`src/rtl/wbs_pkg.sv`:
```
package wbs_pkg;

	// Field widths of the pixel and drive channels.
	localparam int PIX_W   = 8;
	localparam int LIN_W   = 8;
	localparam int ANG_W   = 17;
	localparam int MODE_W  = 2;
	localparam int TCOL_W  = 10;
	localparam int TROW_W  = 10;
	localparam int TALLY_W = 21;

	localparam logic [TALLY_W-1:0] TALLY_MAX = '1;

	// Configuration port.
	localparam int CFG_W     = 11;
	localparam int CFG_IDX_W = 2;
	localparam int CUT_W     = 7;

	typedef enum logic [CFG_IDX_W-1:0] {
		REG_FRAME_WIDTH  = 2'd0,
		REG_FRAME_HEIGHT = 2'd1,
		REG_WHITE_LEVEL  = 2'd2,
		REG_CUTOFF       = 2'd3
	} reg_index_t;

	localparam logic [CFG_W-1:0] FRAME_WIDTH_RST  = 11'd640;
	localparam logic [CFG_W-1:0] FRAME_HEIGHT_RST = 11'd480;
	localparam logic [PIX_W-1:0] WHITE_LEVEL_RST  = 8'd255;
	localparam logic [CUT_W-1:0] CUTOFF_RST       = 7'd70;

	// Q.8 drive values: 128 is one half, which is also 1 << DRIVE_SHIFT.
	localparam logic [LIN_W-1:0] DRIVE_HALF  = 8'd128;
	localparam int               DRIVE_SHIFT = 7;

	localparam logic [CUT_W-1:0] PCT_SCALE = 7'd100;

	// floor(x / 3) == (x * 0xAAAB) >> 17 for every x below 2**17.
	localparam int               RECIP_W     = 16;
	localparam logic [RECIP_W-1:0] THIRD_RECIP = 16'hAAAB;
	localparam int               THIRD_SHIFT = 17;

	typedef enum logic [MODE_W-1:0] {
		MODE_STOP     = 2'd0,
		MODE_LEFT     = 2'd1,
		MODE_STRAIGHT = 2'd2,
		MODE_RIGHT    = 2'd3
	} steer_mode_t;

	typedef enum logic [6:0] {
		ST_IDLE    = 7'b0000001,
		ST_MUL_A   = 7'b0000010,
		ST_MUL_B   = 7'b0000100,
		ST_DECIDE  = 7'b0001000,
		ST_DIV     = 7'b0010000,
		ST_PUBLISH = 7'b0100000,
		ST_HOLD    = 7'b1000000
	} ctrl_state_t;

	typedef struct packed {
		logic load;
		logic mul_a;
		logic mul_b;
		logic decide;
		logic div_step;
		logic publish;
	} dp_cmd_t;

	typedef struct packed {
		logic need_div;
		logic div_done;
	} dp_status_t;

endpackage

```
`src/rtl/wbs_pixel_if.sv`:
```
interface wbs_pixel_if;
	logic                       valid;
	logic                       ready;
	logic [wbs_pkg::PIX_W-1:0]  red;
	logic [wbs_pkg::PIX_W-1:0]  green;
	logic [wbs_pkg::PIX_W-1:0]  blue;

	modport source (output valid, output red, output green, output blue, input ready);
	modport sink (input valid, input red, input green, input blue, output ready);
endinterface

```
`src/rtl/wbs_drive_if.sv`:
```
interface wbs_drive_if;
	logic                               valid;
	logic                               ready;
	logic [wbs_pkg::LIN_W-1:0]          linear_drive;
	logic signed [wbs_pkg::ANG_W-1:0]   angular_drive;
	logic [wbs_pkg::MODE_W-1:0]         steer_mode;
	logic [wbs_pkg::TCOL_W-1:0]         target_col;
	logic [wbs_pkg::TROW_W-1:0]         target_row;
	logic [wbs_pkg::TALLY_W-1:0]        white_total;

	modport source (output valid, output linear_drive, output angular_drive, output steer_mode,
		output target_col, output target_row, output white_total, input ready);
	modport sink (input valid, input linear_drive, input angular_drive, input steer_mode,
		input target_col, input target_row, input white_total, output ready);
endinterface

```
`src/rtl/wbs_scan.sv`:
```
module wbs_scan #(
	parameter int WB = 11,
	parameter int HB = 11,
	parameter int CW = 10,
	parameter int RW = 10
) (
	input  logic                        clk,
	input  logic                        arst_n,
	input  logic                        accept,
	input  logic [wbs_pkg::PIX_W-1:0]   red,
	input  logic [wbs_pkg::PIX_W-1:0]   green,
	input  logic [wbs_pkg::PIX_W-1:0]   blue,
	input  logic [wbs_pkg::PIX_W-1:0]   white_level,
	input  logic [WB-1:0]               width,
	input  logic [HB-1:0]               height,
	output logic                        last,
	output logic                        snap_seen,
	output logic [CW-1:0]               snap_col,
	output logic [RW-1:0]               snap_row,
	output logic [wbs_pkg::TALLY_W-1:0] snap_tally
);

	localparam int CCW = WB + 1;
	localparam int RCW = HB + 1;

	logic [CW-1:0]               col_q;
	logic [RW-1:0]               row_q;
	logic                        seen_q;
	logic [CW-1:0]               hit_col_q;
	logic [RW-1:0]               hit_row_q;
	logic [wbs_pkg::TALLY_W-1:0] tally_q;

	logic col_end;
	logic row_end;
	logic is_white;
	logic first_hit;

	// A position at or past the last one within the size ends the row, so a shrunk size takes effect at once.
	assign col_end = !((CCW'(col_q) + CCW'(1)) < CCW'(width));
	assign row_end = !((RCW'(row_q) + RCW'(1)) < RCW'(height));
	assign last    = col_end && row_end;

	assign is_white  = (red == white_level) && (green == white_level) && (blue == white_level);
	assign first_hit = is_white && !seen_q;

	// Frame totals including the pixel now on the input.
	assign snap_seen  = seen_q || is_white;
	assign snap_col   = first_hit ? col_q : hit_col_q;
	assign snap_row   = first_hit ? row_q : hit_row_q;
	assign snap_tally = (is_white && (tally_q != wbs_pkg::TALLY_MAX)) ?
		tally_q + wbs_pkg::TALLY_W'(1) : tally_q;

	always_ff @(posedge clk or negedge arst_n) begin
		if (!arst_n) begin
			col_q     <= '0;
			row_q     <= '0;
			seen_q    <= 1'b0;
			hit_col_q <= '0;
			hit_row_q <= '0;
			tally_q   <= '0;
		end else if (accept) begin
			if (last) begin
				col_q     <= '0;
				row_q     <= '0;
				seen_q    <= 1'b0;
				hit_col_q <= '0;
				hit_row_q <= '0;
				tally_q   <= '0;
			end else begin
				seen_q    <= snap_seen;
				hit_col_q <= snap_col;
				hit_row_q <= snap_row;
				tally_q   <= snap_tally;
				if (col_end) begin
					col_q <= '0;
					row_q <= row_q + RW'(1);
				end else begin
					col_q <= col_q + CW'(1);
				end
			end
		end
	end

endmodule

```
`src/rtl/wbs_dpath.sv`:
```
module wbs_dpath #(
	parameter int WB = 11,
	parameter int HB = 11,
	parameter int CW = 10,
	parameter int RW = 10
) (
	input  logic                              clk,
	input  wbs_pkg::dp_cmd_t                  cmd,
	output wbs_pkg::dp_status_t               status,
	input  logic [WB-1:0]                     width,
	input  logic [HB-1:0]                     height,
	input  logic [wbs_pkg::CUT_W-1:0]         cutoff,
	input  logic                              snap_seen,
	input  logic [CW-1:0]                     snap_col,
	input  logic [RW-1:0]                     snap_row,
	input  logic [wbs_pkg::TALLY_W-1:0]       snap_tally,
	output logic [wbs_pkg::LIN_W-1:0]         linear_drive,
	output logic signed [wbs_pkg::ANG_W-1:0]  angular_drive,
	output logic [wbs_pkg::MODE_W-1:0]        steer_mode,
	output logic [wbs_pkg::TCOL_W-1:0]        target_col,
	output logic [wbs_pkg::TROW_W-1:0]        target_row,
	output logic [wbs_pkg::TALLY_W-1:0]       white_total
);

	localparam int WHW   = WB + HB;
	localparam int LHS_W = wbs_pkg::TALLY_W + wbs_pkg::CUT_W;
	localparam int RHS_W = wbs_pkg::CUT_W + WHW;
	localparam int CMP_W = (LHS_W > RHS_W) ? LHS_W : RHS_W;
	localparam int TPW   = WB + wbs_pkg::RECIP_W;
	localparam int XW    = WB + 2;
	localparam int NW    = WB + wbs_pkg::DRIVE_SHIFT;
	localparam int CNT_W = $clog2(NW + 1);

	logic                        seen_q;
	logic [CW-1:0]               col_q;
	logic [RW-1:0]               row_q;
	logic [wbs_pkg::TALLY_W-1:0] tally_q;
	logic [WHW-1:0]              wh_q;
	logic [LHS_W-1:0]            lhs_q;
	logic [RHS_W-1:0]            rhs_q;
	logic [WB-1:0]               third_q;
	wbs_pkg::steer_mode_t        mode_q;
	logic [NW-1:0]               quo_q;
	logic [WB-1:0]               rem_q;
	logic [WB-1:0]               divisor_q;
	logic [CNT_W-1:0]            cnt_q;

	logic [TPW-1:0]        third_prod;
	logic                  stop;
	logic                  in_left;
	logic                  in_mid;
	wbs_pkg::steer_mode_t  mode_next;
	logic [WB:0]           rem_shift;
	logic                  rem_ge;

	assign third_prod = TPW'(width) * TPW'(wbs_pkg::THIRD_RECIP);

	assign stop    = !seen_q || !(CMP_W'(lhs_q) < CMP_W'(rhs_q));
	assign in_left = XW'(col_q) < XW'(third_q);
	assign in_mid  = XW'(col_q) < (XW'(third_q) << 1);

	always_comb begin
		if (stop) begin
			mode_next = wbs_pkg::MODE_STOP;
		end else if (in_left) begin
			mode_next = wbs_pkg::MODE_LEFT;
		end else if (in_mid) begin
			mode_next = wbs_pkg::MODE_STRAIGHT;
		end else begin
			mode_next = wbs_pkg::MODE_RIGHT;
		end
	end

	// One quotient bit per step of a restoring divider; the remainder stays below the divisor.
	assign rem_shift = {rem_q, quo_q[NW-1]};
	assign rem_ge    = rem_shift >= {1'b0, divisor_q};

	assign status.need_div = (mode_q == wbs_pkg::MODE_LEFT) || (mode_q == wbs_pkg::MODE_RIGHT);
	assign status.div_done = cnt_q == CNT_W'(NW);

	always_ff @(posedge clk) begin
		if (cmd.load) begin
			seen_q  <= snap_seen;
			col_q   <= snap_col;
			row_q   <= snap_row;
			tally_q <= snap_tally;
		end
		if (cmd.mul_a) begin
			wh_q  <= WHW'(width) * WHW'(height);
			lhs_q <= LHS_W'(tally_q) * LHS_W'(wbs_pkg::PCT_SCALE);
		end
		if (cmd.mul_b) begin
			rhs_q   <= RHS_W'(cutoff) * RHS_W'(wh_q);
			third_q <= WB'(third_prod >> wbs_pkg::THIRD_SHIFT);
		end
		if (cmd.decide) begin
			mode_q <= mode_next;
			rem_q  <= '0;
			cnt_q  <= '0;
			if (in_left) begin
				quo_q     <= {third_q, {wbs_pkg::DRIVE_SHIFT{1'b0}}};
				divisor_q <= WB'(col_q) + WB'(1);
			end else begin
				quo_q     <= {WB'(col_q), {wbs_pkg::DRIVE_SHIFT{1'b0}}};
				divisor_q <= width;
			end
		end
		if (cmd.div_step) begin
			rem_q <= rem_ge ? WB'(rem_shift - {1'b0, divisor_q}) : rem_shift[WB-1:0];
			quo_q <= {quo_q[NW-2:0], rem_ge};
			cnt_q <= cnt_q + CNT_W'(1);
		end
		if (cmd.publish) begin
			steer_mode  <= mode_q;
			target_col  <= wbs_pkg::TCOL_W'(col_q);
			target_row  <= wbs_pkg::TROW_W'(row_q);
			white_total <= tally_q;
			case (mode_q)
				wbs_pkg::MODE_LEFT: begin
					linear_drive  <= wbs_pkg::DRIVE_HALF;
					angular_drive <= $signed(wbs_pkg::ANG_W'(quo_q));
				end
				wbs_pkg::MODE_STRAIGHT: begin
					linear_drive  <= wbs_pkg::DRIVE_HALF;
					angular_drive <= '0;
				end
				wbs_pkg::MODE_RIGHT: begin
					linear_drive  <= wbs_pkg::DRIVE_HALF;
					angular_drive <= $signed(wbs_pkg::ANG_W'(0) - wbs_pkg::ANG_W'(quo_q));
				end
				default: begin
					linear_drive  <= '0;
					angular_drive <= '0;
				end
			endcase
		end
	end

endmodule

```
`src/rtl/wbs_ctrl.sv`:
```
module wbs_ctrl (
	input  logic                clk,
	input  logic                arst_n,
	input  logic                frame_done,
	input  logic                out_ready,
	input  wbs_pkg::dp_status_t status,
	output wbs_pkg::dp_cmd_t    cmd,
	output logic                idle,
	output logic                out_valid
);

	wbs_pkg::ctrl_state_t state_q;
	wbs_pkg::ctrl_state_t state_d;

	always_comb begin
		state_d = state_q;
		case (state_q)
			wbs_pkg::ST_IDLE: begin
				if (frame_done) begin
					state_d = wbs_pkg::ST_MUL_A;
				end
			end
			wbs_pkg::ST_MUL_A: begin
				state_d = wbs_pkg::ST_MUL_B;
			end
			wbs_pkg::ST_MUL_B: begin
				state_d = wbs_pkg::ST_DECIDE;
			end
			wbs_pkg::ST_DECIDE: begin
				state_d = wbs_pkg::ST_DIV;
			end
			wbs_pkg::ST_DIV: begin
				if (!status.need_div || status.div_done) begin
					state_d = wbs_pkg::ST_PUBLISH;
				end
			end
			wbs_pkg::ST_PUBLISH: begin
				state_d = wbs_pkg::ST_HOLD;
			end
			wbs_pkg::ST_HOLD: begin
				if (out_ready) begin
					state_d = wbs_pkg::ST_IDLE;
				end
			end
			default: begin
				state_d = wbs_pkg::ST_IDLE;
			end
		endcase
	end

	always_ff @(posedge clk or negedge arst_n) begin
		if (!arst_n) begin
			state_q <= wbs_pkg::ST_IDLE;
		end else begin
			state_q <= state_d;
		end
	end

	assign idle      = state_q == wbs_pkg::ST_IDLE;
	assign out_valid = state_q == wbs_pkg::ST_HOLD;

	assign cmd.load     = frame_done && idle;
	assign cmd.mul_a    = state_q == wbs_pkg::ST_MUL_A;
	assign cmd.mul_b    = state_q == wbs_pkg::ST_MUL_B;
	assign cmd.decide   = state_q == wbs_pkg::ST_DECIDE;
	assign cmd.div_step = (state_q == wbs_pkg::ST_DIV) && status.need_div && !status.div_done;
	assign cmd.publish  = state_q == wbs_pkg::ST_PUBLISH;

endmodule

```
`src/rtl/white_blob_steering_top.sv`:
```
// Pixels transfer at one per cycle; only a frame's last pixel waits until the previous
// drive result has been taken.
// A result passes from the last pixel through the MUL_A, MUL_B, DECIDE, DIV and PUBLISH
// states and is then held as valid; for left and right, DIV runs the one-bit-per-cycle
// divider that forms the angular drive, while stop and straight skip the division.
// Reset (arst_n low, asynchronous) restores the default registers and starts a new frame.
module white_blob_steering_top #(
	parameter int MAX_WIDTH  = 1024,
	parameter int MAX_HEIGHT = 1024
) (
	input  logic                          clk,
	input  logic                          arst_n,
	input  logic                          cfg_we,
	input  logic [wbs_pkg::CFG_IDX_W-1:0] cfg_index,
	input  logic [wbs_pkg::CFG_W-1:0]     cfg_data,
	wbs_pixel_if.sink                     pixel,
	wbs_drive_if.source                   drive
);

	localparam int WB = $clog2(MAX_WIDTH + 1);
	localparam int HB = $clog2(MAX_HEIGHT + 1);
	localparam int CW = $clog2(MAX_WIDTH);
	localparam int RW = (MAX_HEIGHT > 1) ? $clog2(MAX_HEIGHT) : 1;

	logic [wbs_pkg::CFG_W-1:0] frame_width_q;
	logic [wbs_pkg::CFG_W-1:0] frame_height_q;
	logic [wbs_pkg::PIX_W-1:0] white_level_q;
	logic [wbs_pkg::CUT_W-1:0] cutoff_q;

	logic [WB-1:0]               width_eff;
	logic [HB-1:0]               height_eff;
	logic                        accept;
	logic                        last;
	logic                        frame_done;
	logic                        idle;
	logic                        snap_seen;
	logic [CW-1:0]               snap_col;
	logic [RW-1:0]               snap_row;
	logic [wbs_pkg::TALLY_W-1:0] snap_tally;
	wbs_pkg::dp_cmd_t            cmd;
	wbs_pkg::dp_status_t         status;

	always_ff @(posedge clk or negedge arst_n) begin
		if (!arst_n) begin
			frame_width_q  <= wbs_pkg::FRAME_WIDTH_RST;
			frame_height_q <= wbs_pkg::FRAME_HEIGHT_RST;
			white_level_q  <= wbs_pkg::WHITE_LEVEL_RST;
			cutoff_q       <= wbs_pkg::CUTOFF_RST;
		end else if (cfg_we) begin
			case (wbs_pkg::reg_index_t'(cfg_index))
				wbs_pkg::REG_FRAME_WIDTH:  frame_width_q  <= cfg_data;
				wbs_pkg::REG_FRAME_HEIGHT: frame_height_q <= cfg_data;
				wbs_pkg::REG_WHITE_LEVEL:  white_level_q  <= cfg_data[wbs_pkg::PIX_W-1:0];
				wbs_pkg::REG_CUTOFF:       cutoff_q       <= cfg_data[wbs_pkg::CUT_W-1:0];
				default: begin
				end
			endcase
		end
	end

	// A zero size acts as one; an oversized one saturates at the maximum.
	assign width_eff = (frame_width_q == '0) ? WB'(1) :
		((32'(frame_width_q) > MAX_WIDTH) ? WB'(MAX_WIDTH) : WB'(frame_width_q));
	assign height_eff = (frame_height_q == '0) ? HB'(1) :
		((32'(frame_height_q) > MAX_HEIGHT) ? HB'(MAX_HEIGHT) : HB'(frame_height_q));

	assign pixel.ready = !last || idle;
	assign accept      = pixel.valid && pixel.ready;
	assign frame_done  = accept && last;

	wbs_scan #(.WB(WB), .HB(HB), .CW(CW), .RW(RW)) u_scan (
		.clk         (clk),
		.arst_n      (arst_n),
		.accept      (accept),
		.red         (pixel.red),
		.green       (pixel.green),
		.blue        (pixel.blue),
		.white_level (white_level_q),
		.width       (width_eff),
		.height      (height_eff),
		.last        (last),
		.snap_seen   (snap_seen),
		.snap_col    (snap_col),
		.snap_row    (snap_row),
		.snap_tally  (snap_tally)
	);

	wbs_ctrl u_ctrl (
		.clk        (clk),
		.arst_n     (arst_n),
		.frame_done (frame_done),
		.out_ready  (drive.ready),
		.status     (status),
		.cmd        (cmd),
		.idle       (idle),
		.out_valid  (drive.valid)
	);

	wbs_dpath #(.WB(WB), .HB(HB), .CW(CW), .RW(RW)) u_dpath (
		.clk           (clk),
		.cmd           (cmd),
		.status        (status),
		.width         (width_eff),
		.height        (height_eff),
		.cutoff        (cutoff_q),
		.snap_seen     (snap_seen),
		.snap_col      (snap_col),
		.snap_row      (snap_row),
		.snap_tally    (snap_tally),
		.linear_drive  (drive.linear_drive),
		.angular_drive (drive.angular_drive),
		.steer_mode    (drive.steer_mode),
		.target_col    (drive.target_col),
		.target_row    (drive.target_row),
		.white_total   (drive.white_total)
	);

endmodule

```
`src/flat_wrapper.sv`:
```
// flat-port wrapper written by rule: the top's interface ports become plain ports
module white_blob_steering_top_flat 
#(
	parameter int MAX_WIDTH  = 1024,
	parameter int MAX_HEIGHT = 1024
)
  (clk, arst_n, cfg_we, cfg_index, cfg_data, pixel_valid, pixel_red, pixel_green, pixel_blue, pixel_ready, drive_valid, drive_linear_drive, drive_angular_drive, drive_steer_mode, drive_target_col, drive_target_row, drive_white_total, drive_ready);
  wbs_pixel_if pixel_i ();
  wbs_drive_if drive_i ();
  input  logic clk;
  input  logic arst_n;
  input  logic cfg_we;
  input  logic [wbs_pkg::CFG_IDX_W-1:0] cfg_index;
  input  logic [wbs_pkg::CFG_W-1:0] cfg_data;
  input wire logic [$bits(pixel_i.valid)-1:0] pixel_valid;
  input wire logic [$bits(pixel_i.red)-1:0] pixel_red;
  input wire logic [$bits(pixel_i.green)-1:0] pixel_green;
  input wire logic [$bits(pixel_i.blue)-1:0] pixel_blue;
  output wire logic [$bits(pixel_i.ready)-1:0] pixel_ready;
  output wire logic [$bits(drive_i.valid)-1:0] drive_valid;
  output wire logic [$bits(drive_i.linear_drive)-1:0] drive_linear_drive;
  output wire logic [$bits(drive_i.angular_drive)-1:0] drive_angular_drive;
  output wire logic [$bits(drive_i.steer_mode)-1:0] drive_steer_mode;
  output wire logic [$bits(drive_i.target_col)-1:0] drive_target_col;
  output wire logic [$bits(drive_i.target_row)-1:0] drive_target_row;
  output wire logic [$bits(drive_i.white_total)-1:0] drive_white_total;
  input wire logic [$bits(drive_i.ready)-1:0] drive_ready;
  assign pixel_i.valid = pixel_valid;
  assign pixel_i.red = pixel_red;
  assign pixel_i.green = pixel_green;
  assign pixel_i.blue = pixel_blue;
  assign pixel_ready = pixel_i.ready;
  assign drive_valid = drive_i.valid;
  assign drive_linear_drive = drive_i.linear_drive;
  assign drive_angular_drive = drive_i.angular_drive;
  assign drive_steer_mode = drive_i.steer_mode;
  assign drive_target_col = drive_i.target_col;
  assign drive_target_row = drive_i.target_row;
  assign drive_white_total = drive_i.white_total;
  assign drive_i.ready = drive_ready;
  white_blob_steering_top #(.MAX_WIDTH(MAX_WIDTH), .MAX_HEIGHT(MAX_HEIGHT)) u_core (.clk(clk), .arst_n(arst_n), .cfg_we(cfg_we), .cfg_index(cfg_index), .cfg_data(cfg_data), .pixel(pixel_i), .drive(drive_i));
endmodule
```
`config.mk`:
```
export PLATFORM = sky130hd
export DESIGN_NAME = white_blob_steering_top_flat
export DESIGN_NICKNAME = d
export VERILOG_FILES = /design/src/rtl/wbs_pkg.sv /design/src/rtl/wbs_pixel_if.sv /design/src/rtl/wbs_drive_if.sv /design/src/rtl/wbs_scan.sv /design/src/rtl/wbs_dpath.sv /design/src/rtl/wbs_ctrl.sv /design/src/rtl/white_blob_steering_top.sv /design/src/flat_wrapper.sv
export SDC_FILE = /design/constraint.sdc
export NUM_CORES = 1
export LEC_CHECK = 0
export BUFFER_PORTS_ARGS = -buffer_cell sky130_fd_sc_hd__buf_2
export CAP_MARGIN = 10
export CORE_MARGIN = 2
export CORE_UTILIZATION = 40
export CTS_CLUSTER_SIZE = 28
export DETAILED_ROUTE_END_ITERATION = 10
export PLACE_DENSITY = 0.64
export SYNTH_ARGS = -nofsm -noshare
export SYNTH_HDL_FRONTEND = slang
export SYNTH_HIERARCHICAL = 1
export SYNTH_SLANG_ARGS = --single-unit
```
`constraint.sdc`:
```
create_clock -name clk -period 9.5 [get_ports clk]
set_input_delay 1.9 -clock clk [delete_from_list [all_inputs] [get_ports clk]]
set_output_delay 1.9 -clock clk [all_outputs]
set_load 0.01 [all_outputs]
```
## Word level (Yosys, flattened, before mapping)

Index checks and enable logic that the tools add are counted.

- Register bits after elaboration: 350
- Input port bits: 42
- Word-level logic and storage cells: 141

- Add/subtract/negate cells: 9
- Multipliers: 4
- $lt $le $gt $ge: 8
- Equality and inequality tests: 22
- Muxes and demuxes: 32
- Reduce and logical (&&, ||, !) cells: 35

Operators with widths:

| kind | count |
|---|---|
| $mux W11 | 8 |
| $mux W10 | 8 |
| $pmux W7 S7 | 1 |
| $mux W21 | 2 |
| $mux W18 | 2 |
| $pmux W17 S2 | 1 |
| $add A10 B1 Y11 const B | 3 |
| $lt A28 B29 Y1 | 1 |
| $mul A7 B22 Y29 | 1 |
| $mul A11 B16 Y27 const B | 1 |
| $mul A21 B5 Y26 const B | 1 |
| $eq A8 B8 Y1 | 3 |
| $gt A11 B11 Y1 const B | 2 |
| $logic_not A11 Y1 | 2 |
| $mul A11 B11 Y22 | 1 |
| $add A21 B1 Y21 const B | 1 |
| $mux W7 | 3 |
| $ne A21 B21 Y1 const B | 1 |
| $add A10 B1 Y10 const B | 2 |
| $mux W17 | 1 |
| $sub A1 B17 Y17 const A | 1 |
| $ge A12 B11 Y1 | 1 |
| $lt A12 B11 Y1 | 1 |
| $lt A10 B11 Y1 | 1 |
| other kinds (28) | 61 |

## Longest topological paths before layout

- Depth after elaboration: 12
- Gate-level depth with buffers: 21

## By module

The synthesis kept the hierarchy.

By module, submodules not included:

| module | instances | cells each | area an instance (sq um) | sequential area each (sq um) |
|---|---|---|---|---|
| wbs_dpath | 1 | 2366 | 24031.8 | 7116.8 |
| wbs_scan | 1 | 516 | 4719.5 | 1551.5 |
| white_blob_steering_top | 1 | 115 | 1634.1 | 947.2 |
| wbs_ctrl | 1 | 46 | 456.7 | 176.4 |

## Worst setup path after synthesis

No wires, ideal clock.

- Path kind: register to register
- Start: reg u_core.u_ctrl.state_q[4]
- End: reg u_core/u_dpath/angular_drive[0] (netlist name), enable pin
- Setup time: 0.656 ns
- Data arrival time: 7.236 ns
- Data required time: 8.844 ns
- Slack: 1.608 ns
- Stages on the path, launching flop included: 3
- Path buffers: 0
- Period minus slack after synthesis: 7.892 ns
- Cells stage by stage: dfrtp_1 > nor4_1 > nor4b_1

RTL lines:

| element | RTL line | text |
|---|---|---|
| from (decl) | wbs_ctrl.sv:12 | `wbs_pkg::ctrl_state_t state_q;` |
| from (signal assigned) | wbs_ctrl.sv:53 | `state_q <= wbs_pkg::ST_IDLE;` |
| from (signal assigned) | wbs_ctrl.sv:55 | `state_q <= state_d;` |
| to (signal assigned) | wbs_dpath.sv:121 | `angular_drive <= $signed(wbs_pkg::ANG_W'(quo_q));` |
| to (signal assigned) | wbs_dpath.sv:129 | `angular_drive <= $signed(wbs_pkg::ANG_W'(0) - wbs_pkg::ANG_W'(quo_q));` |
| to (decl) | wbs_dpath.sv:18 | `output logic signed [wbs_pkg::ANG_W-1:0] angular_drive,` |

## Final worst setup path

- Start: reg u_core/frame_height_q[10] (netlist name)
- End: reg u_core.u_scan.col_q[1]

- Longest elaborated chain between the ends: 9
- Elaborated cells between the ends (all ways): 11
- Those cells by class: 2 x order compare; 3 x mux; 6 x reduce/logical

RTL lines:

| element | RTL line | text |
|---|---|---|
| from (decl) | white_blob_steering_top.sv:26 | `logic [wbs_pkg::CFG_W-1:0] frame_height_q;` |
| from (signal assigned) | white_blob_steering_top.sv:46 | `frame_height_q <= wbs_pkg::FRAME_HEIGHT_RST;` |
| from (signal assigned) | white_blob_steering_top.sv:52 | `wbs_pkg::REG_FRAME_HEIGHT: frame_height_q <= cfg_data;` |
| $gt A11 B11 Y1 | white_blob_steering_top.sv:65 | `((32'(frame_height_q) > MAX_HEIGHT) ? HB'(MAX_HEIGHT) : HB'(frame_height_q));` |
| $mux W11 | white_blob_steering_top.sv:65 |  |
| $mux W11 * | white_blob_steering_top.sv:64 | `assign height_eff = (frame_height_q == '0) ? HB'(1) :` |
| net u_core.height_eff[4] | white_blob_steering_top.sv:31 | `logic [HB-1:0] height_eff;` |
| $lt A11 B11 Y1 * | wbs_scan.sv:40 | `assign row_end = !((RCW'(row_q) + RCW'(1)) < RCW'(height));` |
| $logic_not A1 Y1 * | wbs_scan.sv:40 |  |
| $logic_and A1 B1 Y1 * | wbs_scan.sv:41 | `assign last = col_end && row_end;` |
| net u_core.last | white_blob_steering_top.sv:33 | `logic last;` |
| $logic_not A1 Y1 * | white_blob_steering_top.sv:67 | `assign pixel.ready = !last \|\| idle;` |
| $logic_or A1 B1 Y1 * | white_blob_steering_top.sv:67 |  |
| $logic_and A1 B1 Y1 * | white_blob_steering_top.sv:68 | `assign accept = pixel.valid && pixel.ready;` |
| net u_core.accept | white_blob_steering_top.sv:32 | `logic accept;` |
| to (signal assigned) | wbs_scan.sv:78 | `col_q <= col_q + CW'(1);` |
| to (decl) | wbs_scan.sv:26 | `logic [CW-1:0] col_q;` |

Mark *: on every way through the listed nets, which the timed path passes. The rest lies on a longest branch.
A chain may end at the register's enable or synchronous reset.

==> impl_metrics.toml <==
[detailed_routing]
first_pass_iters = 5
vias = 21500
wl_um = 71300
drt-initial-drc-count = 1185
wl_per_cell_um = 17.1
detail-route-antenna-nets = 0
viasPerCell = 5.17
post-route-drc-count = 0

[place]
dp_hpwl_um = 54000
place.gp.congestion = 0.903
dpl_worst_slack_ns = 3.11
port_buffers = 104
placedCellCount = 4087

[die]
initial_core_util_pct = 40.5
core-area_um2 = 76200
die_y_um = 282
die-area_um2 = 79300
die_w_um = 282
row_count = 101
io_pins = 112

[pwr]
netSwitchingPower_uw = 3480
p_clk_share_pct = 19.3
power.density_nw_per_um2 = 240
vdd_ir_drop_max_mv = 0.166
switching_share_pct = 43.0
internal-power_uw = 4610
power.static_leakage_uw = 0.0157
seq_power_share_pct = 24.0
combPwrFrac_pct = 56.7

[job]
maxCapViolations = 0

[yosys]
synth_commonest_cells = "inv_1 (457), ha_1 (329), edfxtp_1 (237), fa_1 (234), nand2_1 (216)"
netlist_area_um2 = 30800
synth_top_area_share_pct = 23.1
synth_edf_count = 237
synth-main-ff-cell = "edfxtp_1"
yosysWarnings = 6
netlist_top_cells_area = "edfxtp_1 (23%), fa_1 (15%), ha_1 (13%)"
synth_cell_type_count = 103
synth-seq-area-share_pct = 31.7
syn_area_per_cell_um2 = 10.1
ys_ff_latch = 343
async_flop_share_pct = 30.9
syn_inst = 3043
yosysMostFrequentCell = "inv_1"
synth_largest_area_cell = "edfxtp_1"

[global_route]
grt_pass1_wl_um = 116000
grt_max_degree = 59
grt_usage_pct = 18.4
grt_pass1_vias = 21600
antenna_found_initial = 3
grt-ovfl-total = 0

[sta]
relSlewSlack_pct = 20.1
drv_slew = 0
hold-worst-slack_ns = 0.430
setup_tns_ns = 0
finalHoldViolations = 0
fmax_ghz = 0.152
tightest_slew_ns = 1.18
period_needed_ns = 6.59
rsz0062_at_grt = "false"
finalClockSkew_ns = 0.0290
setup_viol = 0
fin_ws_ns = 2.91
period_share_pct = 69.3

[finish]
drive_gt1_share_pct = 10.3
fin_nets = 3705
antennaDiodeCount = 0
regArea_um2 = 9790
syn2layout_area_growth_pct = 9.18
finish.utilization_pct = 44.2
n_fill_cell = 7252
final_cells = 4163
multi_input_area_um2 = 18800

[cts]
root_buffer = "clkbuf_16"
tritoncts = "done"
cts_sinks = 343
post_cts_buffers = 0
clkTransAtPathRegs_ns = 0.06
cts_resized = 0
clock_path_buffers = 3
cts_buffers = 41
holdBufCountCts = 0
clkLatencyLatePin_ns = 0.59
h-tree-depth = 2

[setup_path]
end_kind = "flop"
cp.required_ns = 9.99
crit_type = "reg -> reg"
cp.arrival_ns = 7.08
start_kind = "flop"
cp_max_fo = 31

[run_status]
status = "finished clean"

[hold_path]
hold_path.class = "reg -> reg"
-- metrics by stage --
step	total power [µW]	cell area (µm²)
after global placement	6500	32300
after CTS	8170	33700
after global routing	8900	33700
after detailed placement	6560	32300
final	8090	33700
after floorplan	5490	30900
-- power by group through the flow --
| stage | Clock (µW) | Combinational, µW | Sequential, µW |
|---|---|---|---|
| floorplan | 0 | 3590 | 1900 |
| global placement | 0 | 4520 | 1970 |
| detailed placement | 0 | 4580 | 1970 |
| CTS | 1610 | 4620 | 1940 |
| global route | 1660 | 5290 | 1960 |
| finish | 1560 | 4590 | 1950 |
-- critical path, stage by stage, from the launching register on --
cell      delay, ns
dfrtp_1        0.63
nor2b_1        0.77
inv_1          0.11
ha_1           0.35
a21o_1         0.19
a221oi_1       0.25
o21ai_0        0.19
a221oi_4       0.28
buf_4          0.38
nor2_1         0.11
nand2b_1       0.10
and2_1         0.75
clkinv_1       0.96
nor3_1         1.11
a22o_1         0.26
-- logic make-up (layout without fill, tap and decap cells) --
logic type      after synthesis  count (layout)  synth area share [%]
simple gates                871             871                  14.7
buf+inv                     577             661                  7.36
fa+ha+maj                   563             563                  28.5
compound gates              445             445                  9.90
flops                       343             343                  31.7
xor+xnor                    149             149                  4.23
mux                          94              94                  3.53
other cells                   1               7                0.0122
-- layout by cell type (no fill, tap or decap), types with 13 or more instances in the layout --
cell	instances
and3_1	25
a21o_1	44
nor2b_1	29
mux2i_1	29
o2111ai_1	13
mux2_4	18
edfxtp_1	237
inv_1	457
or3_1	15
and2_1	193
o211ai_1	21
xor2_1	55
nand2_1	216
a31oi_1	15
nand4_1	30
mux2_2	46
clkbuf_16	42
o21ai_0	79
dfrtp_1	88
fa_1	234
nor2_1	161
a21oi_1	120
nor3_1	62
xnor2_1	94
buf_2	103
o221ai_1	15
dfstp_2	18
buf_4	23
a22o_1	17
ha_1	329
nand3_1	51
-- cell type report --
cell class | count | area share (%)
Sequential cell | 343 | 29.1
Timing Repair Buffer | 126 | 2.04
Tap cell | 1030 | 3.83
Inverter | 459 | 5.12
Clock inverter | 23 | 0.598
Multi-Input combinational cell | 2129 | 56.0
Clock buffer | 53 | 3.36
-- sequential cells by signal, indices dropped and copies added, names as in the netlist, 10 cells and up --
register / count
u_core/u_dpath/row_q: 10
u_core/u_dpath/target_col: 10
u_core/u_scan/hit_row_q: 10
u_core/u_scan/hit_col_q: 10
u_core/u_scan/row_q: 10
u_core/u_dpath/quo_q: 18
u_core/u_scan/col_q: 10
u_core/u_scan/tally_q: 21
u_core/u_dpath/white_total: 21
u_core/u_dpath/target_row: 10
u_core/u_dpath/angular_drive: 17
u_core/u_dpath/tally_q: 21
u_core/u_dpath/wh_q: 22
u_core/frame_height_q: 11
u_core/frame_width_q: 11
u_core/u_dpath/lhs_q: 26
u_core/u_dpath/rem_q: 11
u_core/u_dpath/col_q: 10
u_core/u_dpath/divisor_q: 11
u_core/u_dpath/third_q: 10
u_core/u_dpath/rhs_q: 29
-- worst paths after layout --
check,start,end,slack (ns),cells past startpoint
max,u_core/frame_height_q[10],u_core/u_scan/col_q[1],2.91,14
min,u_core/u_dpath/row_q[6],u_core/u_dpath/target_row[6],0.43,0
max reg2reg,u_core/frame_height_q[10],u_core/u_scan/col_q[1],2.91,14
min reg2reg,u_core/u_dpath/row_q[6],u_core/u_dpath/target_row[6],0.43,0
max in group asynchronous,arst_n,u_core/u_scan/row_q[8],6.82,2
min in group asynchronous,arst_n,u_core/u_ctrl/state_q[5],1.38,1
-- routing by layer --
metal,wire length [µm],share of wire [%],global-route usage [%]
met2,31700,44,28.8
met3,3870,5.4,3.07
met5,0,0,0
met4,1950,2.7,5.61
met1,33800,47,26.0
Note: power is estimated with default switching activity, not from simulation.
